--- src/rtl/core/ccbe_pkg.sv ---
// Shared types, codes and helpers for the configurable CRC byte engine.
package ccbe_pkg;

  // Field and register widths
  localparam int unsigned CRC_W   = 64;
  localparam int unsigned BYTE_W  = 8;
  localparam int unsigned MODE_W  = 2;
  localparam int unsigned NWID_W  = 4;
  localparam int unsigned SHIFT_W = 4;
  localparam int unsigned CIDX_W  = 3;

  // Width mode codes
  localparam logic [MODE_W-1:0] WMODE_NARROW = 2'd0;
  localparam logic [MODE_W-1:0] WMODE_16     = 2'd1;
  localparam logic [MODE_W-1:0] WMODE_32     = 2'd2;
  localparam logic [MODE_W-1:0] WMODE_64     = 2'd3;

  // Configuration register indexes
  localparam logic [CIDX_W-1:0] CFG_WIDTH_MODE   = 3'd0;
  localparam logic [CIDX_W-1:0] CFG_NARROW_WIDTH = 3'd1;
  localparam logic [CIDX_W-1:0] CFG_POLYNOMIAL   = 3'd2;
  localparam logic [CIDX_W-1:0] CFG_SEED_VALUE   = 3'd3;
  localparam logic [CIDX_W-1:0] CFG_REFLECTED    = 3'd4;

  // Reset values of the configuration registers
  localparam logic [MODE_W-1:0] WIDTH_MODE_RST   = WMODE_32;
  localparam logic [NWID_W-1:0] NARROW_WIDTH_RST = 4'd8;

  // Engine setup in working form, handed from the prep logic to the fold
  typedef struct packed {
    logic [MODE_W-1:0]  width_mode;
    logic               reflected;
    logic [SHIFT_W-1:0] narrow_shift;
    logic [CRC_W-1:0]   poly_work;
    logic [CRC_W-1:0]   seed_work;
  } eng_cfg_t;

  // Mask of the active engine width (narrow runs as an 8-bit engine)
  function automatic logic [CRC_W-1:0] width_mask(input logic [MODE_W-1:0] mode);
    logic [CRC_W-1:0] m;
    case (mode)
      WMODE_NARROW: m = 64'h0000_0000_0000_00FF;
      WMODE_16:     m = 64'h0000_0000_0000_FFFF;
      WMODE_32:     m = 64'h0000_0000_FFFF_FFFF;
      WMODE_64:     m = 64'hFFFF_FFFF_FFFF_FFFF;
      default:      m = 64'hFFFF_FFFF_FFFF_FFFF;
    endcase
    return m;
  endfunction

endpackage

--- src/rtl/core/ccbe_prep.sv ---
// Brings polynomial and seed into the engine's working form.
module ccbe_prep (
  input  logic [ccbe_pkg::MODE_W-1:0] width_mode,
  input  logic [ccbe_pkg::NWID_W-1:0] narrow_width,
  input  logic [ccbe_pkg::CRC_W-1:0]  polynomial,
  input  logic [ccbe_pkg::CRC_W-1:0]  seed_value,
  input  logic                        reflected,
  output ccbe_pkg::eng_cfg_t          eng_cfg
);
  import ccbe_pkg::*;

  logic [SHIFT_W-1:0] shift;
  logic [BYTE_W-1:0]  nmask;

  // Narrow alignment shift: widths of eight and above need none
  assign shift = (narrow_width >= NWID_W'(8)) ? '0 : (SHIFT_W'(8) - narrow_width);
  assign nmask = 8'hFF >> shift;

  always_comb begin
    eng_cfg.width_mode   = width_mode;
    eng_cfg.reflected    = reflected;
    eng_cfg.narrow_shift = shift;
    if (width_mode == WMODE_NARROW) begin
      if (reflected) begin
        // LSB first: mask to the width
        eng_cfg.poly_work = {56'd0, polynomial[BYTE_W-1:0] & nmask};
        eng_cfg.seed_work = {56'd0, seed_value[BYTE_W-1:0] & nmask};
      end else begin
        // MSB first: left-align within the byte
        eng_cfg.poly_work = {56'd0, polynomial[BYTE_W-1:0] << shift};
        eng_cfg.seed_work = {56'd0, seed_value[BYTE_W-1:0] << shift};
      end
    end else begin
      eng_cfg.poly_work = polynomial & width_mask(width_mode);
      eng_cfg.seed_work = seed_value & width_mask(width_mode);
    end
  end

endmodule

--- src/rtl/core/ccbe_fold.sv ---
// Folds one byte into the CRC register: eight unrolled shift/XOR steps.
module ccbe_fold (
  input  ccbe_pkg::eng_cfg_t          eng_cfg,
  input  logic [ccbe_pkg::CRC_W-1:0]  crc_cur,
  input  logic [ccbe_pkg::BYTE_W-1:0] data_byte,
  input  logic                        first_byte,
  output logic [ccbe_pkg::CRC_W-1:0]  crc_next,
  output logic [ccbe_pkg::CRC_W-1:0]  crc_out
);
  import ccbe_pkg::*;

  always_comb begin
    logic [CRC_W-1:0] mask;
    logic [CRC_W-1:0] r;
    logic [CRC_W-1:0] byte_al;
    logic             fb;
    mask = width_mask(eng_cfg.width_mode);
    r    = (first_byte ? eng_cfg.seed_work : crc_cur) & mask;

    // Byte lands at the top of the active width in normal mode
    case (eng_cfg.width_mode)
      WMODE_NARROW: byte_al = {56'd0, data_byte};
      WMODE_16:     byte_al = {48'd0, data_byte, 8'd0};
      WMODE_32:     byte_al = {32'd0, data_byte, 24'd0};
      WMODE_64:     byte_al = {data_byte, 56'd0};
      default:      byte_al = {data_byte, 56'd0};
    endcase

    if (eng_cfg.reflected) begin
      r = r ^ {56'd0, data_byte};
      for (int i = 0; i < 8; i++) begin
        fb = r[0];
        r  = r >> 1;
        if (fb) r = r ^ eng_cfg.poly_work;
      end
    end else begin
      r = r ^ byte_al;
      for (int i = 0; i < 8; i++) begin
        case (eng_cfg.width_mode)
          WMODE_NARROW: fb = r[7];
          WMODE_16:     fb = r[15];
          WMODE_32:     fb = r[31];
          WMODE_64:     fb = r[63];
          default:      fb = r[63];
        endcase
        r = (r << 1) & mask;
        if (fb) r = r ^ eng_cfg.poly_work;
      end
    end
    crc_next = r & mask;

    // Narrow normal mode shifts the left-aligned CRC back down
    if (eng_cfg.width_mode == WMODE_NARROW && !eng_cfg.reflected)
      crc_out = {56'd0, crc_next[BYTE_W-1:0] >> eng_cfg.narrow_shift};
    else
      crc_out = crc_next;
  end

endmodule

--- src/rtl/core/configurable_crc_byte_engine_unit.sv ---
// Top level of the configurable CRC byte engine: config, input stage, CRC and result registers.
//
// Takes one message byte per clock, except while in_stall holds it, and keeps a running
// CRC; a word marked last passes the input stage register and then yields one result word
// in the result register, held back while that register is stalled. The rate is set by the loop
// from the CRC register through the eight-step fold and back, one byte per cycle.
// Width (1..8, 16, 32, 64 bits), polynomial, seed and bit order come from the config
// port, which is to be written while the engine is idle; the block itself does not enforce
// this. No final XOR or output reflection is applied; the result is right-aligned in the
// selected width. Reset selects 32-bit MSB-first mode with zero polynomial, seed and CRC register.
module configurable_crc_byte_engine_unit (
  input  logic                          clk,
  input  logic                          rst_n,
  // config write port
  input  logic                          cfg_wr_en,
  input  logic [ccbe_pkg::CIDX_W-1:0]   cfg_index,
  input  logic [ccbe_pkg::CRC_W-1:0]    cfg_wr_data,
  // input channel
  input  logic                          in_valid,
  output logic                          in_stall,
  input  logic [ccbe_pkg::BYTE_W-1:0]   in_data_byte,
  input  logic                          in_first_byte,
  input  logic                          in_last_byte,
  // result channel
  output logic                          out_valid,
  input  logic                          out_stall,
  output logic [ccbe_pkg::CRC_W-1:0]    out_crc_result
);
  import ccbe_pkg::*;

  // Configuration registers
  logic [MODE_W-1:0] width_mode_r;
  logic [NWID_W-1:0] narrow_width_r;
  logic [CRC_W-1:0]  polynomial_r;
  logic [CRC_W-1:0]  seed_value_r;
  logic              reflected_r;

  always_ff @(posedge clk) begin
    if (!rst_n) begin
      width_mode_r   <= WIDTH_MODE_RST;
      narrow_width_r <= NARROW_WIDTH_RST;
      polynomial_r   <= '0;
      seed_value_r   <= '0;
      reflected_r    <= 1'b0;
    end else if (cfg_wr_en) begin
      case (cfg_index)
        CFG_WIDTH_MODE:   width_mode_r   <= cfg_wr_data[MODE_W-1:0];
        CFG_NARROW_WIDTH: narrow_width_r <= cfg_wr_data[NWID_W-1:0];
        CFG_POLYNOMIAL:   polynomial_r   <= cfg_wr_data;
        CFG_SEED_VALUE:   seed_value_r   <= cfg_wr_data;
        CFG_REFLECTED:    reflected_r    <= cfg_wr_data[0];
        default: ;
      endcase
    end
  end

  eng_cfg_t eng_cfg;

  ccbe_prep u_prep (
    .width_mode   (width_mode_r),
    .narrow_width (narrow_width_r),
    .polynomial   (polynomial_r),
    .seed_value   (seed_value_r),
    .reflected    (reflected_r),
    .eng_cfg      (eng_cfg)
  );

  // Input stage and handshake
  logic              s_valid_r;
  logic [BYTE_W-1:0] s_byte_r;
  logic              s_first_r;
  logic              s_last_r;
  logic              out_valid_r;
  logic [CRC_W-1:0]  out_crc_r;
  logic [CRC_W-1:0]  crc_r;
  logic [CRC_W-1:0]  crc_nxt;
  logic [CRC_W-1:0]  crc_res;
  logic              out_free;
  logic              stage_go;
  logic              in_take;

  // A word without last flag never needs the result slot
  assign out_free = !out_valid_r || !out_stall;
  assign stage_go = s_valid_r && (!s_last_r || out_free);
  assign in_stall = s_valid_r && !stage_go;
  assign in_take  = in_valid && !in_stall;

  always_ff @(posedge clk) begin
    if (!rst_n) begin
      s_valid_r <= 1'b0;
    end else begin
      s_valid_r <= in_take || (s_valid_r && !stage_go);
    end
  end

  always_ff @(posedge clk) begin
    if (in_take) begin
      s_byte_r  <= in_data_byte;
      s_first_r <= in_first_byte;
      s_last_r  <= in_last_byte;
    end
  end

  ccbe_fold u_fold (
    .eng_cfg    (eng_cfg),
    .crc_cur    (crc_r),
    .data_byte  (s_byte_r),
    .first_byte (s_first_r),
    .crc_next   (crc_nxt),
    .crc_out    (crc_res)
  );

  // Running CRC register
  always_ff @(posedge clk) begin
    if (!rst_n) begin
      crc_r <= '0;
    end else if (stage_go) begin
      crc_r <= crc_nxt;
    end
  end

  // Result register
  always_ff @(posedge clk) begin
    if (!rst_n) begin
      out_valid_r <= 1'b0;
    end else if (stage_go && s_last_r) begin
      out_valid_r <= 1'b1;
    end else if (!out_stall) begin
      out_valid_r <= 1'b0;
    end
  end

  always_ff @(posedge clk) begin
    if (stage_go && s_last_r) begin
      out_crc_r <= crc_res;
    end
  end

  assign out_valid      = out_valid_r;
  assign out_crc_result = out_crc_r;

endmodule

--- config.mk ---
export PLATFORM = sky130hd
export DESIGN_NAME = configurable_crc_byte_engine_unit
export DESIGN_NICKNAME = d
export VERILOG_FILES = /design/src/rtl/core/ccbe_pkg.sv /design/src/rtl/core/ccbe_prep.sv /design/src/rtl/core/ccbe_fold.sv /design/src/rtl/core/configurable_crc_byte_engine_unit.sv
export SDC_FILE = /design/constraint.sdc
export NUM_CORES = 2
export LEC_CHECK = 0
export BUFFER_PORTS_ARGS = -buffer_cell sky130_fd_sc_hd__buf_2
export CAP_MARGIN = 30
export CELL_PAD_IN_SITES_DETAIL_PLACEMENT = 0
export CELL_PAD_IN_SITES_GLOBAL_PLACEMENT = 2
export CORE_AREA = 2 2 318 320
export CTS_CLUSTER_SIZE = 25
export DETAILED_ROUTE_END_ITERATION = 8
export DIE_AREA = 0 0 320 322
export PLACE_DENSITY_LB_ADDON = 0.1
export SYNTH_ARGS = -nofsm -noshare
export SYNTH_HDL_FRONTEND = slang
export SYNTH_SLANG_ARGS = --single-unit
--- constraint.sdc ---
create_clock -name clk -period 7.2 [get_ports clk]
set_input_delay 0.72 -clock clk [delete_from_list [all_inputs] [get_ports clk]]
set_output_delay 0.72 -clock clk [all_outputs]
set_load 0.005 [all_outputs]
======== Word level (Yosys, flattened, before mapping) ========
Cells that the tools add are included.
storage, ports and cells
  flip-flop bits (word level) ............. 275
  input bits .............................. 82
  output and inout port bits .............. 66
  logic and storage cells ................. 138
cells by class
  add/subtract/negate cells ............... 1
  $lt $le $gt $ge ......................... 1
  equality and inequality tests ........... 8
  shifts and indexed selects .............. 4
  multiplexer cells ....................... 58
  bitwise logic cells ..................... 32
  reductions and logical operators ........ 21
operator list
  operator                                                               count
  64-bit 2-to-1 mux                                                      33
  64-bit AND                                                             12
  64-bit bitwise XOR                                                     9
  64-bit case mux with 4 select lines                                    2
  63-bit by 64-bit bitwise XOR with 64-bit output                        8
  64-bit case mux with 3 select lines                                    1
  128-bit 2-to-1 mux                                                     1
  72-bit 2-to-1 mux                                                      1
  64-bit by 8-bit bitwise XOR with 64-bit output                         1
  1-bit case mux with 4 select lines                                     8
  8-bit AND                                                              2
  8-bit by 4-bit left shift with 8-bit output                            2
  1-bit 2-to-1 mux                                                       10
  2-bit AND reduction                                                    5
  8-bit 2-to-1 mux                                                       1
  8-bit by 4-bit right shift with 8-bit output                           1
  8-bit by 4-bit right shift with 8-bit output, first input constant     1
  3-bit by 2-bit equality test with 1-bit output, second input constant  2
  1-bit logical NOT                                                      6
  1-bit logical AND                                                      5
  2-bit equality test, second input constant                             2
  4-bit greater-or-equal comparator, second input constant               1
  4-bit 2-to-1 mux                                                       1
  4-bit subtractor, first input constant                                 1
  other kinds (7)                                                        9

======== Depth between registers and ports, before layout ========
  depth after elaboration ................. 44
  depth in mapped cells ................... 34
  depth with buffers taken out ............ 24

======== Cells and area by module ========
A second synthesis with hierarchy kept.
second synthesis, totals
  cells, all modules ...................... 4178
  area total of the unflattened synthesis .. 29726.0 um^2
modules (own cells, without submodules)
  module                             times used  cells an instance  area each (um^2)  seq. area each (um^2)
  ccbe_fold                          1           3027               18549.0           0.0
  configurable_crc_byte_engine_unit  1           888                9496.6            6246.0
  ccbe_prep                          1           263                1680.4            0.0

======== Least setup slack after synthesis ========
OpenSTA, ideal clock, no wires.
  path type ............................... reg2reg
  start ................................... register narrow_width_r[0]
  end ..................................... register out_crc_r[0], in the netlist out_crc_result[0], data pin
  library setup time ...................... 0.268 ns
  data arrival time ....................... 7.391 ns
  data required time ...................... 6.932 ns
  path slack .............................. -0.459 ns
  stages on the path, launching flop included .. 31
  buffers on the path ..................... 6
  period minus slack after synthesis ...... 7.659 ns
  cell sequence ........................... dfxtp_1 buf_2 buf_2 inv_1 ha_1 clkbuf_1 nor4b_1 a2111oi_0 a21o_1 a22o_1 o211ai_1 mux2i_1 or2_1 clkbuf_1 mux2_4 o31a_1 nor3_4 a21oi_1 a311o_1 a21oi_2 nor2_1 or3_1 a31oi_1 mux2_2 nor3_4 buf_2 buf_4 mux2i_1 a21oi_1 o21ai_0 o211ai_2
between the ends
  longest elaborated chain between the ends .. 44
  elaborated cells between the ends (all ways) .. 88
  classes of those cells .................. add/sub: 1; order compare: 1; shift: 4; mux: 52; bitwise: 30
RTL lines
  item                                                                          line                                      RTL
  start, declared                                                               configurable_crc_byte_engine_unit.sv:33   logic [NWID_W-1:0] narrow_width_r;
  start signal, assigned                                                        configurable_crc_byte_engine_unit.sv:48   CFG_NARROW_WIDTH: narrow_width_r <= cfg_wr_data[NWID_W-1:0];
  4-bit subtractor / 4-bit greater-or-equal comparator (equally long branches)  ccbe_prep.sv:16                           assign shift = (narrow_width >= NWID_W'(8)) ? '0 : (SHIFT_W'(8) - narrow_width);
  4-bit 2-to-1 mux (*)                                                          ccbe_prep.sv:16
  8-bit by 4-bit right shift with 8-bit output                                  ccbe_prep.sv:17                           assign nmask = 8'hFF >> shift;
  8-bit AND                                                                     ccbe_prep.sv:27                           eng_cfg.seed_work = {56'd0, seed_value[BYTE_W-1:0] & nmask};
  72-bit 2-to-1 mux                                                             ccbe_prep.sv:24                           if (reflected) begin
  128-bit 2-to-1 mux                                                            ccbe_prep.sv:23                           if (width_mode == WMODE_NARROW) begin
  64-bit 2-to-1 mux                                                             ccbe_fold.sv:18                           r = (first_byte ? eng_cfg.seed_work : crc_cur) & mask;
  64-bit AND                                                                    ccbe_fold.sv:18
  (+29 left out)                                                                -
  1-bit case mux with 4 select lines / 64-bit AND (equally long branches)       ccbe_fold.sv:39, ccbe_fold.sv:46
  1-bit 2-to-1 mux / 64-bit bitwise XOR (equally long branches)                 ccbe_fold.sv:29, ccbe_fold.sv:47
  64-bit 2-to-1 mux                                                             ccbe_fold.sv:47                           if (fb) r = r ^ eng_cfg.poly_work;
  64-bit 2-to-1 mux                                                             ccbe_fold.sv:29                           if (eng_cfg.reflected) begin
  64-bit AND                                                                    ccbe_fold.sv:50                           crc_next = r & mask;
  8-bit by 4-bit right shift with 8-bit output                                  ccbe_fold.sv:54                           crc_out = {56'd0, crc_next[BYTE_W-1:0] >> eng_cfg.narrow_shift};
  8-bit 2-to-1 mux (*)                                                          ccbe_fold.sv:53                           if (eng_cfg.width_mode == WMODE_NARROW && !eng_cfg.reflected)
  named net crc_res[0]                                                          configurable_crc_byte_engine_unit.sv:77   logic [CRC_W-1:0] crc_res;
  end signal, assigned                                                          configurable_crc_byte_engine_unit.sv:135  out_crc_r <= crc_res;
  end, declared                                                                 configurable_crc_byte_engine_unit.sv:74   logic [CRC_W-1:0] out_crc_r;
Mark *: on every way through the listed nets, which the timed path passes. The rest lies on a longest branch. The select of a mux whose other input is x is not followed.
A chain may end at the register's enable or synchronous reset.

======== Final worst setup path ========
  start ................................... register narrow_width_r[0]
  end ..................................... register out_crc_r[2], in the netlist out_crc_result[2], data pin
Same word-level chain as after synthesis.

==> flow_metrics.env <==
export IMPL_area_delta_synth_final_pct=28.2
export IMPL_drive_gt1_share_pct=22.5
export IMPL_antenna_left=0
export IMPL_clkSinkCount=275
export IMPL_grt_max_degree=79
export IMPL_first_pass_iters=6
export IMPL_overflow=0
export IMPL_maxSlewHeadroom_pct=35.9
export IMPL_ctsHoldBuffers=0
export IMPL_synth_warning_count=0
export IMPL_viasPerCell=5.14
export IMPL_hold_depth=1
export IMPL_clk_pin_slew_ps=60
export IMPL_power_density_mw_per_mm2=155
export IMPL_syn_nets=4273
export IMPL_die_y_um=322
export IMPL_core_area_mm2=0.0996
export IMPL_worst_pin_slew_ps=962
export IMPL_root_buffer="clkbuf_16"
export IMPL_end_kind="flop"
export IMPL_maxSlewViolCount=0
export IMPL_post_synth_top_count_cell="nand2_1"
export IMPL_finalHoldViolations=0
export IMPL_ys_ff_latch=275
export IMPL_start_util_pct=29.9
export IMPL_io_buffers=147
export IMPL_synth_distinct_cells=111
export IMPL_ys_async_sr_fraction_pct=0
export IMPL_cpMaxStageDelayCell="o211ai_1"
export IMPL_wl_per_cell_um=24.6
export IMPL_cpMostUsedCell="buf_4"
export IMPL_fin_ws_ps=15.4
export IMPL_max_stage_delay_ps=370
export IMPL_place_congestion=0.923
export IMPL_setup_viol=0
export IMPL_pre_cts_ws_ps=-515
export IMPL_fin_nets=4613
export IMPL_synthTopCellsByCount="nand2_1 (1272), xnor2_1 (781), clkbuf_1 (267), dfxtp_1 (201), a21boi_0 (158)"
export IMPL_rsz0062_at_grt="yes"
export IMPL_die_x_um=320
export IMPL_io_pins=148
export IMPL_yosys_area_top_type="xnor2_1"
export IMPL_worst_setup_path_start_kind="flop"
export IMPL_cp_arrival_ps=7540
export IMPL_synthFlopType="dfxtp_1"
export IMPL_ir_drop_mv=0.132
export IMPL_grt_pass1_vias=28700
export IMPL_hp_class="primary input to flop"
export IMPL_die_area_mm2=0.103
export IMPL_drt_iter0_markers=2523
export IMPL_hpwlAfterDp_um=102000
export IMPL_skew_ps=21.7
export IMPL_synth_top_area_share_pct=23.0
export IMPL_syn_inst=4190
export IMPL_clk_latency_ps=610
export IMPL_reg2regPathDepth=32
export IMPL_outcome="finished clean"
export IMPL_finalCritPeriodShare_pct=99.8
export IMPL_cap_violations=0
export IMPL_cts_inserted_buffers=38
export IMPL_synth_edf_count=74
export IMPL_num_vias=30200
export IMPL_drc=0
export IMPL_crit_type="flop to flop"
export IMPL_rows=116
export IMPL_antenna_found_initial=5
export IMPL_grt_usage_pct=27.1
export IMPL_h_tree_depth=2
export IMPL_cts_tree="done"
export IMPL_p_leak_uw=0.0131
export IMPL_fill_cells=10600
export IMPL_cp_max_fo=6
export IMPL_max_clock_freq_mhz=139
export IMPL_fin_crit_ps=7180
export IMPL_synth_area_per_cell_um2=7.10
export IMPL_clock_tree_buffer_depth=3
export IMPL_grt_pass1_wl_um=208000
export IMPL_worstPathRequired_ps=7550
export IMPL_synthTopCellsByArea="xnor2_1 (23%), nand2_1 (16%), dfxtp_1 (14%)"
export IMPL_postRouteWirelength_um=144000
export IMPL_syn_area_mm2=0.0298
export IMPL_hold_slack_ps=290
export IMPL_yosysSeqAreaShare_pct=21.0
## cells in the final DEF (no fill, tap or decap), drive strengths merged, types with 29 or more instances in the layout
cell type / count
xnor2: 782
buf: 683
a31oi: 36
edfxtp: 74
nor2b: 29
mux2i: 109
clkbuf: 62
dfxtp: 201
a21oi: 151
a21boi: 180
nand2: 1272
nand3: 93
o21ai: 122
xor2: 100
nor2: 115
and3: 97
## logic make-up (layout without fill, tap and decap cells)
family,Yosys count,in the layout,share of synthesized area [%]
multiplexers,130,130,4.73
flip-flops,275,275,21.0
AO/OA/AOI/OAI,737,737,17.4
buffers and inverters,415,785,5.37
other,0,3,0
XOR/XNOR,891,891,26.7
AND/OR/NAND/NOR,1741,1741,24.8
adder cells (fa/ha/maj),1,1,0.0420
## final timing paths
path                          start           endpoint  slack [ps]
hold / removal      in_data_byte[1]        s_byte_r[1]         290
setup / recovery  narrow_width_r[0]  out_crc_result[2]          20
setup reg to reg  narrow_width_r[0]  out_crc_result[2]          20
hold reg to reg           crc_r[33]          crc_r[33]         450
## metrics by stage
| step | total power (uW) | util [%] | cell area (um^2) | TNS [ps] | std cells |
|---|---|---|---|---|---|
| 6_report | 5910 | 38.3 | 38100 | 0 | 5861 |
| 5_1_grt | 6150 | 38.3 | 38100 | -3370 | 5858 |
| 4_1_cts | 5780 | 36.4 | 36300 | 0 | 5786 |
| 3_5_place_dp | 3690 | 34.8 | 34600 | -16830 | 5705 |
| 3_3_place_gp | 3700 | 34.7 | 34500 | -14060 | 5701 |
| 2_1_floorplan | 2750 | - | 29900 | 0 | 4190 |
## cell type report
| type | instances | area [um^2] | area share [%] |
|---|---|---|---|
| multi-input cells | 3500 | 23500 | 61.5 |
| flip-flops and latches | 275 | 6260 | 16.4 |
| repair buffers | 689 | 5370 | 14.1 |
| well taps | 1298 | 1620 | 4.26 |
| clock buffers | 56 | 1200 | 3.14 |
| clock inverters | 14 | 115 | 0.302 |
| inverters | 26 | 97.6 | 0.256 |
| diodes | 3 | 7.51 | 0.0197 |
## report_power, final
| part | leakage [uW] | switching (uW) | total [uW] | internal, uW |
|---|---|---|---|---|
| Clock | 0.000647 | 829 | 2020 | 1190 |
| Sequential | 0.00230 | 58.2 | 1690 | 1640 |
| Combinational | 0.0101 | 1320 | 2200 | 878 |
| Total | 0.0131 | 2210 | 5910 | 3710 |
## flip-flops by register name (all words and copies together), names as in the netlist
register / flops
crc_r: 64
out_crc_result: 64
polynomial_r: 64
seed_value_r: 64
s_byte_r: 8
narrow_width_r: 4
width_mode_r: 2
out_valid: 1
reflected_r: 1
s_first_r: 1
s_last_r: 1
s_valid_r: 1
## critical path, delay by kind of cell (launching register included)
| kind | cells | cell delay [ps] |
|---|---|---|
| AO/OA/AOI/OAI | 11 | 2720 |
| XOR/XNOR | 1 | 330 |
| adder cells (fa/ha/maj) | 1 | 340 |
| buffers and inverters | 9 | 1340 |
| flip-flops | 1 | 340 |
| multiplexers | 4 | 950 |
| AND/OR/NAND/NOR | 6 | 890 |
## metal layers
metal  vias up  wire length [um]  global-route usage, %
li1      14600                 -                      -
met1     14700             71300                   39.7
met2       764             63700                   42.8
met3       129              6470                   2.76
met4         0              2620                   5.20
met5         -                 0                      0
## timing repair
action | 4_1_cts | 5_1_grt
gates resized for setup | 56 | 240
endpoints found under the setup margin | 119 | 128
cloned | 0 | 6
pin swaps | 19 | 92
buffers inserted | 11 | 69
No activity file was read; power rests on OpenSTA's default activity.
